**config.mk**
```make
export PLATFORM = sky130hd
export DESIGN_NAME = sha256_stream_hasher_flat
export DESIGN_NICKNAME = d
export VERILOG_FILES = /design/src/sha256_pkg.sv /design/src/sha256_if.sv /design/src/sha256_ctrl.sv /design/src/sha256_dp.sv /design/src/sha256_stream_hasher.sv /design/src/flat_wrapper.sv
export VERILOG_INCLUDE_DIRS = /design/src /design/src/src
export SDC_FILE = /design/constraint.sdc
export NUM_CORES = 2
export LEC_CHECK = 0
export BUFFER_PORTS_ARGS = -buffer_cell sky130_fd_sc_hd__clkbuf_2
export CAP_MARGIN = 20
export CORE_MARGIN = 2
export CORE_UTILIZATION = 50
export CTS_BUF_LIST = sky130_fd_sc_hd__clkbuf_16
export DETAILED_ROUTE_END_ITERATION = 7
export PLACE_DENSITY = 0.65
export REMOVE_ABC_BUFFERS = 1
export SLEW_MARGIN = 10
export SYNTH_ARGS = -nofsm -noshare
export SYNTH_HDL_FRONTEND = slang
export SYNTH_SLANG_ARGS = --single-unit
```
**constraint.sdc**
```tcl
create_clock -name clk -period 32.1 [get_ports clk]
set_clock_uncertainty 0.1 [all_clocks]
set_input_delay 6.42 -clock clk [delete_from_list [all_inputs] [get_ports clk]]
set_output_delay 6.42 -clock clk [all_outputs]
set_load 0.02 [all_outputs]
```
**src/sha256_stream_hasher_assert.svh**
```systemverilog
// ----------------------------------------------------------------------------
// SHA-256 stream hasher assertion macros
// Implication checks on the block clock, disabled in reset.
// ----------------------------------------------------------------------------
`ifndef SHA256_STREAM_HASHER_ASSERT_SVH
`define SHA256_STREAM_HASHER_ASSERT_SVH

// same-cycle implication
`define SHA_ASSERT_NOW(lbl, ante, cons) \
  lbl: assert property (@(posedge clk) disable iff (!rst_n) (ante) |-> (cons)) \
    else $error("assertion failed");

// next-cycle implication
`define SHA_ASSERT_NEXT(lbl, ante, cons) \
  lbl: assert property (@(posedge clk) disable iff (!rst_n) (ante) |=> (cons)) \
    else $error("assertion failed");

`endif

```
**src/sha256_pkg.sv**
```systemverilog
// ----------------------------------------------------------------------------
// SHA-256 package
// Types, round constants and round functions shared by the hasher modules.
// ----------------------------------------------------------------------------
package sha256_pkg;

  typedef enum logic [2:0] {
    ST_IDLE,
    ST_PAD,
    ST_COMP,
    ST_FIN,
    ST_OUT
  } state_t;

  typedef enum logic [1:0] {
    PB_DATA,
    PB_MARK,
    PB_ZERO,
    PB_LEN
  } pad_kind_t;

  typedef struct packed {
    logic      shift_byte;
    pad_kind_t pad_kind;
    logic      comp_init;
    logic      round;
    logic [5:0] round_idx;
    logic      fin;
    logic      restart;
    logic [1:0] part;
  } cmd_t;

  typedef struct packed {
    logic fill_last;
    logic fill_lt56;
    logic fill_ge56;
  } sts_t;

  localparam logic [7:0] PAD_MARK = 8'h80;
  localparam logic [1:0] LAST_PART = 2'd3;
  localparam logic [5:0] LAST_ROUND = 6'd63;

  localparam logic [255:0] H_INIT = {
    32'h6a09e667, 32'hbb67ae85, 32'h3c6ef372, 32'ha54ff53a,
    32'h510e527f, 32'h9b05688c, 32'h1f83d9ab, 32'h5be0cd19
  };

  function automatic logic [31:0] round_k(input logic [5:0] i);
    logic [31:0] k;
    unique case (i)
      6'd0: k = 32'h428a2f98;  6'd1: k = 32'h71374491;
      6'd2: k = 32'hb5c0fbcf;  6'd3: k = 32'he9b5dba5;
      6'd4: k = 32'h3956c25b;  6'd5: k = 32'h59f111f1;
      6'd6: k = 32'h923f82a4;  6'd7: k = 32'hab1c5ed5;
      6'd8: k = 32'hd807aa98;  6'd9: k = 32'h12835b01;
      6'd10: k = 32'h243185be; 6'd11: k = 32'h550c7dc3;
      6'd12: k = 32'h72be5d74; 6'd13: k = 32'h80deb1fe;
      6'd14: k = 32'h9bdc06a7; 6'd15: k = 32'hc19bf174;
      6'd16: k = 32'he49b69c1; 6'd17: k = 32'hefbe4786;
      6'd18: k = 32'h0fc19dc6; 6'd19: k = 32'h240ca1cc;
      6'd20: k = 32'h2de92c6f; 6'd21: k = 32'h4a7484aa;
      6'd22: k = 32'h5cb0a9dc; 6'd23: k = 32'h76f988da;
      6'd24: k = 32'h983e5152; 6'd25: k = 32'ha831c66d;
      6'd26: k = 32'hb00327c8; 6'd27: k = 32'hbf597fc7;
      6'd28: k = 32'hc6e00bf3; 6'd29: k = 32'hd5a79147;
      6'd30: k = 32'h06ca6351; 6'd31: k = 32'h14292967;
      6'd32: k = 32'h27b70a85; 6'd33: k = 32'h2e1b2138;
      6'd34: k = 32'h4d2c6dfc; 6'd35: k = 32'h53380d13;
      6'd36: k = 32'h650a7354; 6'd37: k = 32'h766a0abb;
      6'd38: k = 32'h81c2c92e; 6'd39: k = 32'h92722c85;
      6'd40: k = 32'ha2bfe8a1; 6'd41: k = 32'ha81a664b;
      6'd42: k = 32'hc24b8b70; 6'd43: k = 32'hc76c51a3;
      6'd44: k = 32'hd192e819; 6'd45: k = 32'hd6990624;
      6'd46: k = 32'hf40e3585; 6'd47: k = 32'h106aa070;
      6'd48: k = 32'h19a4c116; 6'd49: k = 32'h1e376c08;
      6'd50: k = 32'h2748774c; 6'd51: k = 32'h34b0bcb5;
      6'd52: k = 32'h391c0cb3; 6'd53: k = 32'h4ed8aa4a;
      6'd54: k = 32'h5b9cca4f; 6'd55: k = 32'h682e6ff3;
      6'd56: k = 32'h748f82ee; 6'd57: k = 32'h78a5636f;
      6'd58: k = 32'h84c87814; 6'd59: k = 32'h8cc70208;
      6'd60: k = 32'h90befffa; 6'd61: k = 32'ha4506ceb;
      6'd62: k = 32'hbef9a3f7; 6'd63: k = 32'hc67178f2;
      default: k = 32'h0;
    endcase
    return k;
  endfunction

  function automatic logic [31:0] rotr(input logic [31:0] x, input int n);
    return (x >> n) | (x << (32 - n));
  endfunction

  function automatic logic [31:0] bsig0(input logic [31:0] x);
    return rotr(x, 2) ^ rotr(x, 13) ^ rotr(x, 22);
  endfunction

  function automatic logic [31:0] bsig1(input logic [31:0] x);
    return rotr(x, 6) ^ rotr(x, 11) ^ rotr(x, 25);
  endfunction

  function automatic logic [31:0] ssig0(input logic [31:0] x);
    return rotr(x, 7) ^ rotr(x, 18) ^ (x >> 3);
  endfunction

  function automatic logic [31:0] ssig1(input logic [31:0] x);
    return rotr(x, 17) ^ rotr(x, 19) ^ (x >> 10);
  endfunction

endpackage

```
**src/sha256_if.sv**
```systemverilog
// ----------------------------------------------------------------------------
// SHA-256 stream interfaces
// Valid/ready channels for message bytes and digest parts.
// ----------------------------------------------------------------------------
interface sha256_in_if;
  logic       valid;
  logic       ready;
  logic [7:0] data_byte;
  logic       byte_present;
  logic       end_of_message;

  modport source (output valid, data_byte, byte_present, end_of_message, input ready);
  modport sink (input valid, data_byte, byte_present, end_of_message, output ready);
endinterface

interface sha256_out_if;
  logic        valid;
  logic        ready;
  logic [63:0] digest_part;
  logic [1:0]  part_index;
  logic        last_part;

  modport source (output valid, digest_part, part_index, last_part, input ready);
  modport sink (input valid, digest_part, part_index, last_part, output ready);
endinterface

```
**src/sha256_ctrl.sv**
```systemverilog
// ----------------------------------------------------------------------------
// SHA-256 controller
// Sequences byte intake, padding, compression rounds and digest output.
// ----------------------------------------------------------------------------
module sha256_ctrl (
  input  logic               clk,
  input  logic               rst_n,
  input  logic               in_valid,
  input  logic               in_byte_present,
  input  logic               in_eom,
  output logic               in_ready,
  input  logic               out_ready,
  output logic               out_valid,
  input  sha256_pkg::sts_t   sts,
  output sha256_pkg::cmd_t   cmd
);

  sha256_pkg::state_t state_r, state_nxt;
  logic [5:0] rnd_r;
  logic [1:0] part_r;
  logic       pad_r;
  logic       sent80_r;
  logic       len_ok_r;
  logic       take;
  logic       done;

  assign take = in_valid && (state_r == sha256_pkg::ST_IDLE);
  assign done = (state_r == sha256_pkg::ST_OUT) && out_ready &&
                (part_r == sha256_pkg::LAST_PART);

  always_comb begin
    state_nxt = state_r;
    unique case (state_r)
      sha256_pkg::ST_IDLE: begin
        if (in_valid) begin
          if (in_byte_present && sts.fill_last) state_nxt = sha256_pkg::ST_COMP;
          else if (in_eom) state_nxt = sha256_pkg::ST_PAD;
        end
      end
      sha256_pkg::ST_PAD: begin
        if (sts.fill_last) state_nxt = sha256_pkg::ST_COMP;
      end
      sha256_pkg::ST_COMP: begin
        if (rnd_r == sha256_pkg::LAST_ROUND) state_nxt = sha256_pkg::ST_FIN;
      end
      sha256_pkg::ST_FIN: begin
        if (pad_r && len_ok_r) state_nxt = sha256_pkg::ST_OUT;
        else if (pad_r) state_nxt = sha256_pkg::ST_PAD;
        else state_nxt = sha256_pkg::ST_IDLE;
      end
      sha256_pkg::ST_OUT: begin
        if (done) state_nxt = sha256_pkg::ST_IDLE;
      end
      default: state_nxt = sha256_pkg::ST_IDLE;
    endcase
  end

  always_comb begin
    in_ready       = (state_r == sha256_pkg::ST_IDLE);
    out_valid      = (state_r == sha256_pkg::ST_OUT);
    cmd            = '0;
    cmd.pad_kind   = sha256_pkg::PB_DATA;
    cmd.round_idx  = rnd_r;
    cmd.part       = part_r;
    cmd.fin        = (state_r == sha256_pkg::ST_FIN);
    cmd.round      = (state_r == sha256_pkg::ST_COMP);
    cmd.restart    = done;
    unique case (state_r)
      sha256_pkg::ST_IDLE: begin
        cmd.shift_byte = take && in_byte_present;
      end
      sha256_pkg::ST_PAD: begin
        cmd.shift_byte = 1'b1;
        if (!sent80_r) cmd.pad_kind = sha256_pkg::PB_MARK;
        else if (len_ok_r && sts.fill_ge56) cmd.pad_kind = sha256_pkg::PB_LEN;
        else cmd.pad_kind = sha256_pkg::PB_ZERO;
      end
      default: cmd.shift_byte = 1'b0;
    endcase
    cmd.comp_init = cmd.shift_byte && sts.fill_last;
  end

  always_ff @(posedge clk) begin
    if (!rst_n) begin
      state_r  <= sha256_pkg::ST_IDLE;
      rnd_r    <= '0;
      part_r   <= '0;
      pad_r    <= 1'b0;
      sent80_r <= 1'b0;
      len_ok_r <= 1'b0;
    end else begin
      state_r <= state_nxt;
      rnd_r   <= (state_r == sha256_pkg::ST_COMP) ? rnd_r + 6'd1 : '0;
      if (out_valid && out_ready) part_r <= part_r + 2'd1;
      if (take && in_eom) pad_r <= 1'b1;
      if (state_r == sha256_pkg::ST_PAD && !sent80_r) begin
        sent80_r <= 1'b1;
        len_ok_r <= sts.fill_lt56;
      end
      if (state_r == sha256_pkg::ST_FIN && pad_r && sent80_r) len_ok_r <= 1'b1;
      if (done) begin
        pad_r    <= 1'b0;
        sent80_r <= 1'b0;
        len_ok_r <= 1'b0;
        part_r   <= '0;
      end
    end
  end

endmodule

```
**src/sha256_dp.sv**
```systemverilog
// ----------------------------------------------------------------------------
// SHA-256 datapath
// Block shift register with message schedule, round registers, hash words.
// ----------------------------------------------------------------------------
module sha256_dp (
  input  logic             clk,
  input  logic             rst_n,
  input  logic [7:0]       data_byte,
  input  sha256_pkg::cmd_t cmd,
  output sha256_pkg::sts_t sts,
  output logic [63:0]      digest_part
);

  logic [511:0] blk_r;
  logic [5:0]   fill_r;
  logic [63:0]  bits_r;
  logic [255:0] h_r;
  logic [31:0]  v_r [8];
  logic [7:0]   byte_in;
  logic [5:0]   len_sh;
  logic [31:0]  w0, w1, w9, w14, w_new;
  logic [31:0]  t1, t2, ch, maj;
  logic [7:0]   part_sh;

  assign sts.fill_last = (fill_r == 6'd63);
  assign sts.fill_lt56 = (fill_r < 6'd56);
  assign sts.fill_ge56 = (fill_r >= 6'd56);

  assign len_sh = {~fill_r[2:0], 3'b000};
  assign part_sh = {~cmd.part, 6'b000000};
  assign digest_part = h_r[part_sh +: 64];

  always_comb begin
    unique case (cmd.pad_kind)
      sha256_pkg::PB_DATA: byte_in = data_byte;
      sha256_pkg::PB_MARK: byte_in = sha256_pkg::PAD_MARK;
      sha256_pkg::PB_ZERO: byte_in = 8'h00;
      sha256_pkg::PB_LEN:  byte_in = bits_r[len_sh +: 8];
      default:             byte_in = 8'h00;
    endcase
  end

  assign w0  = blk_r[511:480];
  assign w1  = blk_r[479:448];
  assign w9  = blk_r[223:192];
  assign w14 = blk_r[63:32];
  assign w_new = sha256_pkg::ssig1(w14) + w9 + sha256_pkg::ssig0(w1) + w0;

  assign ch  = (v_r[4] & v_r[5]) ^ (~v_r[4] & v_r[6]);
  assign maj = (v_r[0] & v_r[1]) ^ (v_r[0] & v_r[2]) ^ (v_r[1] & v_r[2]);
  assign t1  = v_r[7] + sha256_pkg::bsig1(v_r[4]) + ch +
               sha256_pkg::round_k(cmd.round_idx) + w0;
  assign t2  = sha256_pkg::bsig0(v_r[0]) + maj;

  always_ff @(posedge clk) begin
    if (cmd.shift_byte) begin
      blk_r <= {blk_r[503:0], byte_in};
    end else if (cmd.round) begin
      blk_r <= {blk_r[479:0], w_new};
    end
    if (cmd.comp_init) begin
      for (int i = 0; i < 8; i++) v_r[i] <= h_r[32*(7-i) +: 32];
    end else if (cmd.round) begin
      v_r[0] <= t1 + t2;
      v_r[1] <= v_r[0];
      v_r[2] <= v_r[1];
      v_r[3] <= v_r[2];
      v_r[4] <= v_r[3] + t1;
      v_r[5] <= v_r[4];
      v_r[6] <= v_r[5];
      v_r[7] <= v_r[6];
    end
  end

  always_ff @(posedge clk) begin
    if (!rst_n) begin
      fill_r <= '0;
      bits_r <= '0;
      h_r    <= sha256_pkg::H_INIT;
    end else begin
      if (cmd.shift_byte) begin
        fill_r <= fill_r + 6'd1;
        if (cmd.pad_kind == sha256_pkg::PB_DATA) bits_r <= bits_r + 64'd8;
      end
      if (cmd.fin) begin
        for (int i = 0; i < 8; i++) h_r[32*(7-i) +: 32] <= h_r[32*(7-i) +: 32] + v_r[i];
      end
      if (cmd.restart) begin
        fill_r <= '0;
        bits_r <= '0;
        h_r    <= sha256_pkg::H_INIT;
      end
    end
  end

endmodule

```
**src/sha256_stream_hasher.sv**
```systemverilog
// ----------------------------------------------------------------------------
// SHA-256 stream hasher
// Hashes a byte stream and returns the digest as four 64-bit parts.
// ----------------------------------------------------------------------------
// in_stream: one item per transfer; data_byte counts when byte_present is
//   set, end_of_message closes the message (it may carry no byte).
// out_stream: four transfers per message, part 0 (most significant) first,
//   last_part set on part 3.
// The 64th byte of a block starts a compression: 64 rounds of the single
//   round unit, then a hash update.
// End of message: padding shifts one byte a cycle into the block register,
//   then one or two compressions, then the digest.
// in_ready is low from end of message until part 3 is transferred.
// A stalled receiver holds the current part; nothing else advances.
// Reset loads the initial hash values and clears the byte and bit counts.
// ----------------------------------------------------------------------------
`include "sha256_stream_hasher_assert.svh"

module sha256_stream_hasher (
  input logic         clk,
  input logic         rst_n,
  sha256_in_if.sink   in_stream,
  sha256_out_if.source out_stream
);

  sha256_pkg::cmd_t cmd;
  sha256_pkg::sts_t sts;

  sha256_ctrl u_ctrl (
    .clk             (clk),
    .rst_n           (rst_n),
    .in_valid        (in_stream.valid),
    .in_byte_present (in_stream.byte_present),
    .in_eom          (in_stream.end_of_message),
    .in_ready        (in_stream.ready),
    .out_ready       (out_stream.ready),
    .out_valid       (out_stream.valid),
    .sts             (sts),
    .cmd             (cmd)
  );

  sha256_dp u_dp (
    .clk         (clk),
    .rst_n       (rst_n),
    .data_byte   (in_stream.data_byte),
    .cmd         (cmd),
    .sts         (sts),
    .digest_part (out_stream.digest_part)
  );

  assign out_stream.part_index = cmd.part;
  assign out_stream.last_part  = (cmd.part == sha256_pkg::LAST_PART);

  `SHA_ASSERT_NOW(a_no_overlap, out_stream.valid, !in_stream.ready)
  `SHA_ASSERT_NEXT(a_ready_after_digest,
    out_stream.valid && out_stream.ready && out_stream.last_part, in_stream.ready)
  `SHA_ASSERT_NEXT(a_idle_item,
    in_stream.valid && in_stream.ready && !in_stream.byte_present &&
    !in_stream.end_of_message, in_stream.ready)

endmodule
```
**src/flat_wrapper.sv**
```systemverilog
// flat-port wrapper written by rule: the top's interface ports become plain ports
module sha256_stream_hasher_flat 
  (clk, rst_n, in_stream_valid, in_stream_data_byte, in_stream_byte_present, in_stream_end_of_message, in_stream_ready, out_stream_valid, out_stream_digest_part, out_stream_part_index, out_stream_last_part, out_stream_ready);
  sha256_in_if in_stream_i ();
  sha256_out_if out_stream_i ();
  input logic clk;
  input logic rst_n;
  input wire logic [$bits(in_stream_i.valid)-1:0] in_stream_valid;
  input wire logic [$bits(in_stream_i.data_byte)-1:0] in_stream_data_byte;
  input wire logic [$bits(in_stream_i.byte_present)-1:0] in_stream_byte_present;
  input wire logic [$bits(in_stream_i.end_of_message)-1:0] in_stream_end_of_message;
  output wire logic [$bits(in_stream_i.ready)-1:0] in_stream_ready;
  output wire logic [$bits(out_stream_i.valid)-1:0] out_stream_valid;
  output wire logic [$bits(out_stream_i.digest_part)-1:0] out_stream_digest_part;
  output wire logic [$bits(out_stream_i.part_index)-1:0] out_stream_part_index;
  output wire logic [$bits(out_stream_i.last_part)-1:0] out_stream_last_part;
  input wire logic [$bits(out_stream_i.ready)-1:0] out_stream_ready;
  assign in_stream_i.valid = in_stream_valid;
  assign in_stream_i.data_byte = in_stream_data_byte;
  assign in_stream_i.byte_present = in_stream_byte_present;
  assign in_stream_i.end_of_message = in_stream_end_of_message;
  assign in_stream_ready = in_stream_i.ready;
  assign out_stream_valid = out_stream_i.valid;
  assign out_stream_digest_part = out_stream_i.digest_part;
  assign out_stream_part_index = out_stream_i.part_index;
  assign out_stream_last_part = out_stream_i.last_part;
  assign out_stream_i.ready = out_stream_ready;
  sha256_stream_hasher u_core (.clk(clk), .rst_n(rst_n), .in_stream(in_stream_i), .out_stream(out_stream_i));
endmodule
```
==> impl_results.md <==
* Yosys warns at 0
* CP endpoint kind: register
* Ys flop type: edfxtp_1
* CTS resizes at 0
* Pwr dens at 68.03 nW/um^2
* Clk sinks at 1,137
* DR WL/cell at 23.71 microns
* Worst Path Required at 32.50 ns
* Seq cells post-synth at 1,137
* # DRC at 0
* TritonCTS clock tree: built
* Final core utilization at 0.5458
* Syn Inst Count at 8,263
* Antenna violations before repair at 7
* Max-slew violation count at 0
* Layout cells sized above 1 at 0.06704
* Largest net degree at the start of global routing at around 240
* WS Path Type: register to register
* Mapped Area at around 74,000 sq um
* Clock Tree Buf Depth at 3
* Vias in the first global route at ~56k
* Setup Fix Bufs, Post-CTS at 0
* Clock transition at the registers of the reported paths at 0.06 ns
* Final Hold Fails at 0
* Routed wire length at ~240 mm
* P_leak at 34.17 nW
* CTS Buf Count at 135
* Final ANT Viol Nets at 0
* Row cnt at 141
* Initial Util at 0.5037
* Vias per cell at a little under 6
* DRT Pass-1 Iters at 6
* Max cap viols at 0
* First-pass GRT wire length at 357.6 mm
* Final setup fails at 0
* Minimum clock period at 10.02 ns
* Port Buffers at 82
* Final setup margin at approximately 22 ns
* Worst slew margin at 0.1818
* Yosys top cell area share at 0.3101
* GPL Wtd Cong at 0.9974
* Power, Total at 0.005483 W
* Antenna diodes at 0
* Slowest CP cell: xor2_1
* Final Cycle Share at 0.3122
* Htree depth at 4
* Fillers at roughly 13k
* Core area at 147,700 sq um
* Vias at 60.53k
* Yosys cell types at 82
* Slew @ Worst Pin at 1.227 ns
* Hold/Removal Path Class: register to register
* Placed Cells at 9,917
* Total congestion overflow at 0
* Die width at 389.7 microns
* Crit path max fanout at 6
* Synth area leader: edfxtp_1
* Root Buffer: clkbuf_16
* Die ar. at 151,900 sq um
* Post-synth EDFFs at around 770
* Unrepaired setup endpoints after global routing: no
* Seq/Total Area, Yosys at 0.4094
* First DRT Iteration DRCs at 7,220
* Non-filler cells, final at 10.16k
* GRT Util Overall at 0.3117
* Layout Area Growth over Synthesis at 8.364%
* Synth top area cells: edfxtp_1 (31%), nand2_1 (12%), dfxtp_1 (9.9%), ha_1 (6.6%), fa_1 (5.2%)
* Syn Area/Cell at around 9.0 sq um
* Worst vdd ir at 0.07238 mV
* CP peak stage delay at between 0.6 and 0.7 ns
* Hold_buf cts at 0
* Setup WS pre-CTS at 21.39 ns
* I/O pin cnt at 83
* Die height at 389.7 microns
* Startpoint class of the critical path: register
* Critical Path AT at 10.42 ns
* Asr flop ratio synth at 0
* Hpwl dp at 175.4 mm
* Max Fclk at 0.09978 GHz
* Latest clock arrival within the worst-skew pair at 0.79 ns
* Fin Setup TNS at 0 ns
* Status: finished, final reports clean
* Nets@finish at between 8k and 9k
## critical path: cells and delay by family (launching register included)
family | cells | cell delay, ns
AOI/OAI and AO/OA | 12 | 3.27
xor gates and xnor gates | 5 | 1.70
adders and majority gates | 7 | 3.06
buffers and inverters | 3 | 0.23
DFF | 1 | 0.63
and+or+nand+nor | 5 | 0.69
## synth_stat cells, drive strengths merged (53+ instances only)
cell type	count
a211oi	56
a21o	208
a21oi	511
a31oi	53
clkbuf	423
dfxtp	369
edfxtp	768
fa	195
ha	393
inv	411
mux2	66
mux4	78
nand2	2373
nand2b	64
nand3	113
nor2	310
nor3	82
o211ai	105
o21ai	432
o21bai	64
xnor2	392
xor2	236
## state kept, by name (all words and copies together) (netlist names), named ones only
signal                  count
u_core.u_ctrl.len_ok_r      1
u_core.u_ctrl.pad_r         1
u_core.u_dp.h_r           256
u_core.u_dp.bits_r         61
u_core.u_dp.v_r           256
u_core.u_dp.blk_r         512
u_core.u_ctrl.part_r        2
u_core.u_ctrl.sent80_r      1
u_core.u_ctrl.state_r       3
u_core.u_dp.fill_r          6
u_core.u_ctrl.rnd_r         6
## per-layer routing
layer	GRT usage	up-vias	wire [microns]
met5	0	-	27
met1	0.4560	29380	105400
met2	0.4522	2617	102100
li1	-	28140	-
met3	0.07507	385	25510
met4	0.1013	4	7956
## cell type report
cell class	count	area (sq um)	area share
Multi-Input combinational cell	6256	40790	0.5061
Clock buffer	139	3478	0.04316
Timing Repair Buffer	186	1300	0.01613
Sequential cell	1137	30460	0.3779
Inverter	411	1543	0.01914
Tap cell	1930	2415	0.02996
Clock inverter	105	616.8	0.007653
## kinds of logic (layout without fill, tap and decap cells)
family / after synthesis / in the layout / share of synthesized area
AO/OA/AOI/OAI: 1679 / 1679 / 0.1401
XOR/XNOR: 628 / 628 / 0.07395
adder cells (fa/ha/maj): 592 / 592 / 0.1191
buffers and inverters: 870 / 841 / 0.04402
flip-flops: 1137 / 1137 / 0.4094
multiplexers: 192 / 192 / 0.04007
AND/OR/NAND/NOR: 3165 / 3165 / 0.1733
## through the flow
step / hold WS, ns / cell area [sq um]
finish: 0.3900 / 80600
global route: 0.4086 / 80600
CTS: 0.3875 / 80560
detailed placement: 0.3812 / 76470
global placement: 0.3682 / 76440
floorplan: 0.3552 / 72650
## where the power goes
part | switching [W] | internal (W)
clock | 0.000641 | 0.000815
combinational | 0.00134 | 0.000835
sequential | 0.000112 | 0.00174
total | 0.00209 | 0.00339
## path summary, 6_finish.rpt
check / startpoint / to / slack [ns] / cells past startpoint
max: u_core.u_dp.v_r[1][26]$_DFFE_PP_ / u_core.u_dp.v_r[0][31]$_DFFE_PP_ / 22.08 / 32
min reg2reg: u_core.u_dp.h_r[232]$_SDFFE_PP0N_ / u_core.u_dp.h_r[232]$_SDFFE_PP0N_ / 0.39 / 2
min: u_core.u_dp.h_r[232]$_SDFFE_PP0N_ / u_core.u_dp.h_r[232]$_SDFFE_PP0N_ / 0.39 / 2
max reg2reg: u_core.u_dp.v_r[1][26]$_DFFE_PP_ / u_core.u_dp.v_r[0][31]$_DFFE_PP_ / 22.08 / 32
## cell usage in the layout (no fill, tap or decap), types with 56 or more instances in the layout
master,Yosys,routed
xnor2_1,392,391
o211ai_1,105,105
clkbuf_2,0,82
nand2b_1,64,63
mux4_2,78,78
xor2_1,236,235
dfxtp_1,369,367
a211oi_1,56,56
mux2_2,66,66
edfxtp_1,768,768
o21ai_0,427,426
nand3_1,113,113
buf_4,2,93
clkbuf_16,0,139
o21bai_1,64,64
a21oi_1,510,510
nand2_1,2373,2368
nor3_1,82,82
nor2_1,310,307
inv_1,411,447
fa_1,195,195
a21o_1,208,208
ha_1,393,393
Power figures use the tool's default switching activity.
